===== config.mk =====
export PLATFORM = sky130hd
export DESIGN_NAME = mts_obuf
export DESIGN_NICKNAME = d
export VERILOG_FILES = /design/src/sv/min_tracking_stack_assert.svh /design/src/sv/mts_pkg.sv /design/src/sv/mts_obuf.sv
export SDC_FILE = /design/constraint.sdc
export NUM_CORES = 1
export LEC_CHECK = 0
export ABC_AREA = 1
export BUFFER_PORTS_ARGS = -buffer_cell sky130_fd_sc_hd__buf_2
export CAP_MARGIN = 20
export CELL_PAD_IN_SITES_DETAIL_PLACEMENT = 0
export CELL_PAD_IN_SITES_GLOBAL_PLACEMENT = 1
export CORE_MARGIN = 8
export CORE_UTILIZATION = 38
export DETAILED_ROUTE_END_ITERATION = 6
export PLACE_DENSITY = 0.87
export SLEW_MARGIN = 15
export SYNTH_ARGS = -nofsm -noshare
export SYNTH_HDL_FRONTEND = slang
export SYNTH_SLANG_ARGS = --single-unit

===== constraint.sdc =====
create_clock -name clk -period 2.42 [get_ports clk]
set_input_delay 0 -clock clk [delete_from_list [all_inputs] [get_ports clk]]
set_output_delay 0 -clock clk [all_outputs]
set_load 0.005 [all_outputs]

===== src/sv/min_tracking_stack_assert.svh =====
// Assertion macros for the min tracking stack.
`ifndef MIN_TRACKING_STACK_ASSERT_SVH
`define MIN_TRACKING_STACK_ASSERT_SVH

// same-cycle implication
`define MTS_ASSERT_IMP(label, clk, rst_n, ante, cons, msg) \
	label: assert property (@(posedge clk) disable iff (!rst_n) (ante) |-> (cons)) \
		else $error(msg);

// next-cycle implication
`define MTS_ASSERT_NXT(label, clk, rst_n, ante, cons, msg) \
	label: assert property (@(posedge clk) disable iff (!rst_n) (ante) |=> (cons)) \
		else $error(msg);

`endif


===== src/sv/mts_pkg.sv =====
// Types and constants shared by the min tracking stack modules.
package mts_pkg;

	localparam logic [1:0] KIND_PUSH = 2'd0;
	localparam logic [1:0] KIND_POP  = 2'd1;
	localparam logic [1:0] KIND_READ = 2'd2;

	typedef struct packed {
		logic signed [31:0] value;
		logic signed [31:0] min_incl;
		logic signed [31:0] min_below;
	} mts_entry_t;

	typedef struct packed {
		logic signed [31:0] popped_value;
		logic signed [31:0] min_value;
		logic               is_empty;
		logic               error;
	} mts_result_t;

endpackage


===== src/sv/mts_obuf.sv =====
// Result register with skid stage.
module mts_obuf (
	input  logic                 clk,
	input  logic                 arst_n,
	input  logic                 in_valid,
	output logic                 in_ready,
	input  mts_pkg::mts_result_t in_data,
	output logic                 out_valid,
	input  logic                 out_ready,
	output mts_pkg::mts_result_t out_data
);

	logic                 out_valid_q;
	logic                 skid_valid_q;
	mts_pkg::mts_result_t out_q;
	mts_pkg::mts_result_t skid_q;
	logic                 in_fire;
	logic                 out_fire;

	assign in_ready  = !skid_valid_q;
	assign in_fire   = in_valid && in_ready;
	assign out_fire  = out_valid_q && out_ready;
	assign out_valid = out_valid_q;
	assign out_data  = out_q;

	always_ff @(posedge clk or negedge arst_n) begin
		if (!arst_n) begin
			out_valid_q  <= 1'b0;
			skid_valid_q <= 1'b0;
		end else if (out_fire) begin
			if (skid_valid_q) begin
				skid_valid_q <= 1'b0;
			end else begin
				out_valid_q <= in_fire;
			end
		end else if (!out_valid_q) begin
			out_valid_q <= in_fire;
		end else if (in_fire) begin
			skid_valid_q <= 1'b1;
		end
	end

	always_ff @(posedge clk) begin
		if (out_fire && skid_valid_q) begin
			out_q <= skid_q;
		end else if ((out_fire || !out_valid_q) && in_fire) begin
			out_q <= in_data;
		end
		if (in_fire && out_valid_q && !out_fire) begin
			skid_q <= in_data;
		end
	end

endmodule


### Word-level counts from Yosys, hierarchy flattened

Cells that the tools add are included.

* equal/unequal tests: 1
* mux-type cells: 8
* reduce and logical (&&, ||, !) cells: 14

Operators by type and width (count)
* two-way mux 66 bit: 2
* logical AND 1 bit: 6
* two-way mux 1 bit: 6
* nonzero test 2 bit: 3
* logical NOT 1 bit: 3
* inequality test 2 bit, second input constant: 1
* AND reduction 2 bit: 1
* logical OR 1 bit: 1

* register bits after elaboration: 134
* input port bits: 70
* output and inout port bits: 68
* word-level logic and storage cells: 33

### Longest topological paths before layout

Gate-level depths: netlist of the first run.

* depth in word-level cells: 5
* mapped depth: 6

### Worst setup path after synthesis of the first run

Ideal clock, no wire load.

* path kind: flip-flop to flip-flop
* start: reg out_valid_q, in the netlist out_valid
* end: reg out_q (netlist bit out_data[0]), enable pin
* library setup time: 0.426 ns
* arrival: 2.277 ns
* required time: 1.994 ns
* setup slack: -0.282 ns
* cell stages (with the launch flop): 6
* buffers on the path: 3
* path through: dfrtp_1 > buf_2 > nand3_2 > buf_6 > buf_6 > nand2_1

* longest elaborated chain between the ends: 4

RTL lines
* start: declaration: line mts_obuf.sv:13 `logic out_valid_q;`
* start signal: assignment: line mts_obuf.sv:34 `out_valid_q <= in_fire;`
* start signal: assignment: line mts_obuf.sv:37 `out_valid_q <= in_fire;`
* logical AND 1 bit or logical NOT 1 bit (tied branches): line mts_obuf.sv:22, mts_obuf.sv:46
* logical OR 1 bit: line mts_obuf.sv:46 `end else if ((out_fire || !out_valid_q) && in_fire) begin`
* logical AND 1 bit: line mts_obuf.sv:46
* nonzero test 2 bit (no line) (*)
* end signal: assignment: line mts_obuf.sv:45 `out_q <= skid_q;`
* end signal: assignment: line mts_obuf.sv:47 `out_q <= in_data;`
* end: declaration: line mts_obuf.sv:15 `mts_pkg::mts_result_t out_q;`

Mark *: on every way between the ends. The rest lies on a longest branch, timed or not.
A chain may end at the register's enable or synchronous reset.

### Worst setup path in the final report of the first run

* start: reg out_valid_q, in the netlist out_valid
* end: reg out_valid_q, in the netlist out_valid

* longest elaborated chain between the ends: 2

RTL lines (line)
* two-way mux 1 bit or logical AND 1 bit (tied branches): mts_obuf.sv:36, mts_obuf.sv:22
* two-way mux 1 bit or inequality test 2 bit (tied branches)

Several ways; a longest one is shown, not always the timed one.

==> results.py, run 1 <==
metrics = {
    "power": {
        "leakagePower_nw": 3.02,
        "power.internal_mw": 5.36,
        "pwr-share-clk_pct": 34.2,
        "total_power_mw": 7.45,
        "combPwrFrac_pct": 20.9,
        "p_sw_mw": 2.09,
        "vdd_drop_max_uv": 436,
        "p_per_area_nw_per_um2": 1020,
        "switching_share_pct": 28.1,
        "seqPwrFrac_pct": 44.9,
    },
    "detailed_routing": {
        "firstDrtPassIters": 4,
        "ant_nets": 0,
        "drc_errors": 0,
        "wl_per_cell_um": 16.4,
        "num_vias": 3752,
        "vias_per_cell": 4.83,
        "routed_wl_um": 12700,
        "drtIter0Drc": 232,
    },
    "worst_setup_path": {
        "startpoint_type": "register",
        "rrSetupSlack_ps": 480,
        "reg2reg_to": "out_valid",
        "required_ps": 2710,
        "critPathMaxFanout": 67,
        "crit_arrival_ps": 2230,
        "critPathKind": "reg -> reg",
        "r2r-start": "out_valid",
        "end_kind": "register",
        "reg2reg_depth": 4,
    },
    "sta": {
        "period_needed_ps": 1940,
        "relSlewSlack_pct": 54.4,
        "hold_viol_final": 0,
        "fin_tns_setup_ps": 0,
        "period_share_pct": 80.0,
        "timing.fmax_mhz": 517,
        "finClkSkew_ps": 8.96,
        "maxSlewViolCount": 0,
        "worst_pin_slew_ps": 684,
        "fin_ws_ps": 485,
        "finalSetupViolCount": 0,
        "rsz0062_at_grt": "no",
    },
    "final_layout": {
        "layout-drive-gt1-share_pct": 30.1,
        "syn_to_final_growth_pct": 41.3,
        "layout.nets": 655,
    },
    "clock_tree": {
        "ctsRootBufferMaster": "clkbuf_16",
        "clock_sinks": 134,
        "cts.repair.resized": 0,
        "clk_latency_ps": 420,
        "clk_pin_slew_ps": 60,
        "cts_made_buffers": 17,
        "post_cts_buffers": 0,
        "htreeDepth": 4,
        "cts_tree": "built",
        "clk_path_buf_depth": 2,
    },
    "run_status": {
        "status": "complete, no violations",
    },
    "floorplan": {
        "die-area_um2": 17600,
        "pin_count": 138,
        "die_w_um": 133,
        "start_util_pct": 39.0,
        "rows": 42,
        "die_y_um": 133,
        "core_um2": 13300,
    },
    "synthesis": {
        "synth_area_um2": 5180,
        "yosysTopAreaCellShare_pct": 76.5,
        "syn-instance-count": 380,
        "synthTopCellsByArea": "edfxtp_1 (77%), nand2_1 (10%), nand4_1 (8.0%)",
        "synth-seq-cells": 134,
        "yosysTopAreaCell": "edfxtp_1",
        "avgSynthCellArea_um2": 13.6,
        "syn_nets": 450,
        "ys_seq_area_share_pct": 77.5,
        "yosys_warnings": 0,
        "synthDistinctLibCells": 12,
    },
    "worst_hold_path": {
        "hold_path_depth": 5,
        "holdCritStartpoint": "out_ready",
        "min_to": "skid_valid_q",
        "hold_class": "in -> reg",
    },
    "global_route": {
        "track_usage_pct": 14.8,
        "grt.overflow.total": 0,
        "grt_pass1_vias": 3957,
        "grt_max_degree": 68,
        "grt_pass1_wl_um": 20500,
        "antenna_found_initial": 2,
    },
    "run": {
        "drv_cap": 0,
    },
    "place": {
        "dpl.hpwl_um": 7900,
        "pre_cts_slack_ps": 513,
        "gp_congestion": 0.721,
        "port-buffer-count": 137,
    },
}
## metal layers
metal  wire, um  global-route usage [%]  part of all wire, %  vias up
li1           -                       -                    -     1807
met1       5330                    16.9                   42     1780
met2       6150                    23.8                   48      146
met3       1090                    6.89                  8.6       19
met4        161                    5.49                  1.3        0
met5          0                       0                    0        -
## placed cells by master, fill, tap and decap left out, drive strengths merged
master | synthesis | final
nand3 | 2 | 2
clkbuf | 3 | 18
diode | 0 | 3
inv | 5 | 5
nand4 | 66 | 66
dfrtp | 2 | 2
bufinv | 0 | 3
buf | 28 | 147
nand2 | 140 | 140
edfxtp | 132 | 132
clkinvlp | 0 | 5
dlygate4sd3 | 0 | 70
nor2 | 2 | 2
clkinv | 0 | 6
## sequential cells by signal (all words and copies together), names as in the netlist
signal	flops
out_data	66
skid_q	66
out_valid	1
skid_valid_q	1
## worst max-delay path: stages, from the launching register on
cell           delay, ps
dfrtp_2              440
nand3_4              100
buf_4                560
nand3_1              120
dlygate4sd3_1        590
## power groups by stage
stage,Clock [mW],Combinational (mW),Sequential [mW]
after floorplan,0,0.780,3.41
after global routing,2.67,1.73,3.40
after global placement,0,1.44,3.37
after detailed placement,0,1.48,3.39
final,2.55,1.56,3.35
after CTS,2.60,1.59,3.35
## synthesized netlist by cell type
cell	instances
buf_6	3
nand2_1	140
inv_1	5
buf_4	6
nand3_2	1
nand3_1	1
nand4_1	66
dfrtp_1	2
edfxtp_1	132
buf_2	19
clkbuf_1	3
nor2_1	2
## metrics by stage
step                cells  utilization (%)  hold WS (ps)  instance area, um2
floorplan             380                -          -296                5180
global placement      672             45.3          -208                6020
detailed placement    672             45.3          -204                6020
CTS                   774             55.0           195                7310
global route          776             55.0           239                7310
finish                777             55.0           219                7320
## how the worst max path moves through the flow
stage	start	slack, ps	cells past startpoint	endpoint
2_1_floorplan	out_valid	210	6	skid_q[0]
3_3_place_gp	out_valid	540	6	skid_q[50]
3_5_place_dp	out_valid	510	6	skid_q[64]
4_1_cts	out_valid	440	4	out_valid
5_1_grt	out_valid	330	6	skid_q[54]
6_report	out_valid	480	4	out_valid
## cell type report
| cell class | instances | area (um2) |
|---|---|---|
| Clock inverter | 14 | 159 |
| Tap cell | 176 | 220 |
| Sequential cell | 134 | 4020 |
| Multi-Input combinational cell | 210 | 976 |
| Inverter | 5 | 22.5 |
| Timing Repair Buffer | 217 | 1490 |
| Antenna cell | 3 | 7.51 |
| Fill cell | 1100 | 5980 |
| Clock buffer | 18 | 429 |
## cells by family (layout without fill, tap and decap cells)
kind of cell | Yosys count | count (layout) | share of synthesized area [%]
AND/OR/NAND/NOR | 210 | 210 | 18.6
flip-flops | 134 | 134 | 77.5
buffers and inverters | 36 | 254 | 3.94
other | 0 | 3 | 0
## repair_timing
action                     CTS  global route
hold endpoints to repair   136             0
setup endpoints to repair    0             0
hold buffers                70             0
(Power assumes the default switching activity.)
==> run 2: changes to the inputs <==
Settings changed: ABC_AREA 1 to 0, CORE_UTILIZATION 38 to 44, PLACE_DENSITY 0.87 to 0.9.
Clock period 2.42 ns to 1.85 ns, I/O delays scaled along.
==> results.py, run 2 <==
metrics = {
    "power": {
        "pwr-share-clk_pct": 32.5,
        "leakagePower_nw": 2.92,
        "vdd_drop_max_uv": 1000,
        "p_per_area_nw_per_um2": 1350,
        "seqPwrFrac_pct": 45.7,
        "power.internal_mw": 7.34,
        "switching_share_pct": 25.5,
        "combPwrFrac_pct": 21.8,
        "p_sw_mw": 2.51,
    },
    "sta": {
        "finalSetupViolCount": 0,
        "rsz0062_at_grt": "no",
        "finClkSkew_ps": 5.27,
        "worst_pin_slew_ps": 371,
        "timing.fmax_mhz": 634,
        "maxSlewViolCount": 0,
        "period_needed_ps": 1580,
        "hold_viol_final": 0,
        "period_share_pct": 85.2,
        "relSlewSlack_pct": 75.3,
        "fin_ws_ps": 274,
    },
    "floorplan": {
        "die_y_um": 123,
        "die-area_um2": 15100,
        "rows": 39,
        "start_util_pct": 44.7,
        "core_um2": 11300,
        "die_w_um": 123,
        "pin_count": 138,
    },
    "clock_tree": {
        "htreeDepth": 4,
        "clk_path_buf_depth": 2,
        "cts_tree": "built",
        "ctsRootBufferMaster": "clkbuf_16",
        "clk_pin_slew_ps": 60,
        "clock_sinks": 134,
        "clk_latency_ps": 400,
        "cts_made_buffers": 17,
        "post_cts_buffers": 0,
    },
    "synthesis": {
        "syn_nets": 288,
        "syn-instance-count": 218,
        "synth-seq-cells": 134,
        "synthTopCellsByArea": "edfxtp_1 (79%), mux2_4 (12%), mux2_2 (5.8%)",
        "synth_flop_cell": "edfxtp_1",
        "synthDistinctLibCells": 15,
        "ys_seq_area_share_pct": 79.7,
        "yosys_warnings": 0,
        "yosysTopAreaCell": "edfxtp_1",
        "avgSynthCellArea_um2": 23.1,
        "synthArstFlopShare_pct": 1.49,
        "yosys-top-cells-count": "edfxtp_1 (132), mux2_4 (40), mux2_2 (26)",
        "synth_edf_count": 132,
        "synth_area_um2": 5040,
        "synth_most_common_cell": "edfxtp_1",
        "yosysTopAreaCellShare_pct": 78.7,
    },
    "worst_setup_path": {
        "reg2reg_depth": 3,
        "slowest_stage": "dfrtp_1",
        "critPathKind": "reg -> reg",
        "crit_family": "buffers and inverters",
        "path_cells": "inv_1 > a2bb2oi_4 > buf_12",
        "critical-path-max-stage-delay_ps": 450,
        "startpoint": "out_valid",
        "crit_arrival_ps": 1640,
        "rrSetupSlack_ps": 270,
        "end_kind": "register",
        "critPathMaxFanout": 66,
        "reg2reg_to": "out_data[45]",
        "required_ps": 1910,
        "cp.depth": 3,
        "startpoint_type": "register",
        "path_buf_inv": 2,
        "r2r-start": "out_valid",
    },
    "final_layout": {
        "mostFrequentLayoutCell": "buf_2",
        "layout-drive-gt1-share_pct": 53.0,
        "final_core_util_pct": 64.5,
        "stdcell_count": 601,
        "syn_to_final_growth_pct": 44.3,
        "multiInputGateArea_um2": 992,
        "layout.nets": 513,
        "final_cell_mix": "buf_2 (137), edfxtp_1 (132), dlygate4sd3_1 (70)",
        "register_area_um2": 4010,
        "fillers": 784,
    },
    "place": {
        "dp_cells": 497,
        "dpl.hpwl_um": 6750,
        "port-buffer-count": 137,
        "gp_congestion": 0.722,
        "pre_cts_slack_ps": 280,
    },
    "run_status": {
        "status": "complete, no violations",
    },
    "worst_hold_path": {
        "hold_path_depth": 2,
        "holdCritStartpoint": "in_data[35]",
        "hold_class": "in -> reg",
        "min_to": "skid_q[35]",
    },
    "detailed_routing": {
        "num_vias": 2796,
        "wl_per_cell_um": 17.6,
        "vias_per_cell": 4.65,
        "drtIter0Drc": 175,
        "drc_errors": 0,
        "routed_wl_um": 10600,
        "firstDrtPassIters": 4,
        "ant_nets": 0,
    },
    "global_route": {
        "grt_pass1_wl_um": 16400,
        "grt.overflow.total": 0,
        "track_usage_pct": 14.3,
        "grt_max_degree": 67,
        "antenna_found_initial": 1,
        "grt_pass1_vias": 3156,
    },
    "run": {
        "drv_cap": 0,
    },
}
run 2: worst max path at each step:
stage | endpoint | slack, ps
6_report | out_data[45] | 270
5_1_grt | out_data[33] | 170
4_1_cts | out_data[51] | 270
3_5_place_dp | out_data[51] | 280
3_3_place_gp | skid_q[53] | 370
2_1_floorplan | skid_q[0] | -780
run 2: cell type report:
cell class | instances | share of cell area [%]
inverter | 2 | 0.103
antenna | 3 | 0.103
multi-input combinational | 75 | 13.7
timing repair buffer | 213 | 20.7
tap | 143 | 2.46
clock inverter | 13 | 1.82
sequential | 134 | 55.2
clock buffer | 18 | 5.90
run 2: what timing repair did:
action / 4_1_cts / 5_1_grt
hold endpoints to repair: 136 / 0
resized for setup: 0 / 0
hold buffers: 70 / 0
run 2: power groups by stage:
stage	sequential, mW	combinational [mW]	clock [mW]
6_report	4.50	2.14	3.20
3_5_place_dp	4.56	2.07	0
2_1_floorplan	4.63	1.03	0
3_3_place_gp	4.53	2.00	0
4_1_cts	4.51	2.19	3.27
5_1_grt	4.57	2.32	3.39
run 2: stage by stage:
step	hold WS [ps]	total power [mW]	TNS, ps	cell area (um2)
2_1_floorplan	-296	5.66	-71090	5070
3_3_place_gp	-216	6.54	0	6000
3_5_place_dp	-212	6.63	0	6000
4_1_cts	300	9.96	0	7260
5_1_grt	305	10.3	0	7260
6_report	321	9.84	0	7270
run 2: cells by family (layout without fill, tap and decap cells):
logic type	after synthesis	count (layout)	share of synthesized area, %
AO/OA/AOI/OAI	4	4	0.472
multiplexers	66	66	17.7
buffers and inverters	9	246	1.47
flip-flops	134	134	79.7
AND/OR/NAND/NOR	5	5	0.621
other	0	3	0
run 2: worst register-to-register path, delay by kind of cell, from the launching register on:
kind	cells	cell delay [ps]
buf+inv	2	550
flops	1	450
compound gates	1	190
run 2: per-layer routing:
| layer | wire (um) | track usage (%) | vias to the layer above |
|---|---|---|---|
| met2 | 5280 | 23.3 | 102 |
| met1 | 4300 | 16.9 | 1357 |
| met3 | 852 | 5.30 | 14 |
| li1 | - | - | 1323 |
| met5 | 0 | 0 | - |
| met4 | 116 | 6.17 | 0 |
==> run 3: changes to the inputs <==
Settings changed: CORE_UTILIZATION 44 to 35, PLACE_DENSITY 0.9 to 0.76.
Clock period 1.85 ns to 1.7 ns, I/O delays scaled along.
==> results.py, run 3 (synthesis gave the netlist of run 2 again) <==
metrics = {
    "run_status": {
        "status": "complete, no violations",
    },
    "sta": {
        "relSlewSlack_pct": 82.5,
        "maxSlewViolCount": 0,
        "period_share_pct": 89.2,
        "finalSetupViolCount": 0,
        "worst_pin_slew_ps": 261,
        "fin_ws_ps": 184,
        "whs_ps": 313,
        "fin_tns_setup_ps": 0,
        "period_needed_ps": 1520,
        "rsz0062_at_grt": "no",
        "timing.fmax_mhz": 660,
        "hold_viol_final": 0,
        "finClkSkew_ps": 6.03,
    },
    "worst_setup_path": {
        "path_cells": "inv_1 > nor3_4 > buf_12",
        "startpoint": "out_valid",
        "critical-path-max-stage-delay_ps": 460,
        "crit_arrival_ps": 1610,
        "crit_family": "flip-flops",
        "end_kind": "register",
        "r2r-start": "out_valid",
        "required_ps": 1800,
        "rrSetupSlack_ps": 180,
        "critPathMaxFanout": 32,
        "critPathKind": "reg -> reg",
        "crit_end": "skid_q[60]",
        "slowest_stage": "dfrtp_1",
        "reg2reg_to": "skid_q[60]",
        "cp.depth": 3,
        "reg2reg_depth": 3,
        "startpoint_type": "register",
        "path_buf_inv": 2,
    },
    "global_route": {
        "grt_max_degree": 41,
        "track_usage_pct": 11.9,
        "grt.overflow.total": 0,
        "antenna_found_initial": 0,
        "grt_pass1_vias": 3107,
        "grt_pass1_wl_um": 16700,
    },
    "detailed_routing": {
        "vias_per_cell": 4.33,
        "ant_nets": 0,
        "drc_errors": 0,
        "num_vias": 2771,
        "wl_per_cell_um": 16.3,
        "firstDrtPassIters": 4,
        "drtIter0Drc": 175,
        "routed_wl_um": 10400,
    },
    "place": {
        "gp_congestion": 0.664,
        "dpl.hpwl_um": 6730,
        "port-buffer-count": 137,
        "pre_cts_slack_ps": 171,
    },
    "worst_hold_path": {
        "hold_class": "in -> reg",
        "hold_path_depth": 2,
    },
    "clock_tree": {
        "clk_pin_slew_ps": 60,
        "cts.repair.resized": 0,
        "htreeDepth": 4,
        "clk_path_buf_depth": 2,
        "post_cts_buffers": 0,
        "clk_latency_ps": 410,
        "cts_made_buffers": 17,
        "cts_tree": "built",
        "postCtsHoldBufs": 70,
        "clock_sinks": 134,
        "ctsRootBufferMaster": "clkbuf_16",
    },
    "final_layout": {
        "syn_to_final_growth_pct": 44.9,
        "layout-drive-gt1-share_pct": 52.4,
        "multiInputGateArea_um2": 992,
        "register_area_um2": 4010,
        "mostFrequentLayoutCell": "buf_2",
        "diodes": 0,
        "final_cell_mix": "buf_2 (137), edfxtp_1 (132), dlygate4sd3_1 (70)",
        "fillers": 1183,
        "layout.nets": 513,
    },
    "floorplan": {
        "die_w_um": 136,
        "die-area_um2": 18500,
        "die_y_um": 136,
        "rows": 44,
        "start_util_pct": 35.2,
        "core_um2": 14300,
        "pin_count": 138,
    },
    "power": {
        "leakagePower_nw": 2.93,
        "vdd_drop_max_uv": 586,
        "p_per_area_nw_per_um2": 1460,
    },
    "run": {
        "drv_cap": 0,
    },
}
## run 3: cell types whose count changed in the layout (fill, tap and decap cells not counted), sizes merged
cell / delta
clkbuf: +3
clkinv: +4
clkinvlp: -4
diode: -3
inv: -2
## run 3: worst min path at each step
stage	from	endpoint	slack [ps]
floorplan	arst_n	out_valid	-300
finish	in_data[10]	skid_q[10]	310
detailed placement	arst_n	out_valid	-210
global route	in_data[7]	skid_q[7]	300
global placement	arst_n	skid_valid_q	-210
CTS	in_data[20]	skid_q[20]	290
## run 3: worst reg2reg max path, cell delays in order (launching register included)
cell and delay (ps):
dfrtp_1 460, inv_1 170, nor3_4 310, buf_12 240
## run 3: cell type report
class                   count  share of cell area (%)
inverters                   2                   0.103
well taps                 184                    3.15
flip-flops and latches    134                    55.0
clock buffers              21                    6.03
repair buffers            213                    20.6
multi-input cells          75                    13.6
clock inverters            11                    1.49
## run 3: metal layers
layer	up-vias	track usage, %	wire, um
met5	-	0	0
met4	0	6.10	213
li1	1318	-	-
met2	102	18.1	4890
met3	17	4.92	886
met1	1334	14.1	4440
## run 3: where the power goes
group	switching [mW]	total (mW)	internal (mW)	leakage, nW
Combinational	1.17	2.37	1.20	1.41
Clock	1.26	3.40	2.13	0.269
Sequential	0.227	4.89	4.67	1.25
## run 3: through the flow
step           area [um2]  instances  util, %  power (mW)
5_1_grt              7300        640     51.0        11.2
3_5_place_dp         6050        538     42.3        7.27
6_report             7300        640     51.0        10.7
3_3_place_gp         6050        538     42.3        7.21
2_1_floorplan        5070        218        -        6.16
4_1_cts              7300        640     51.0        10.8
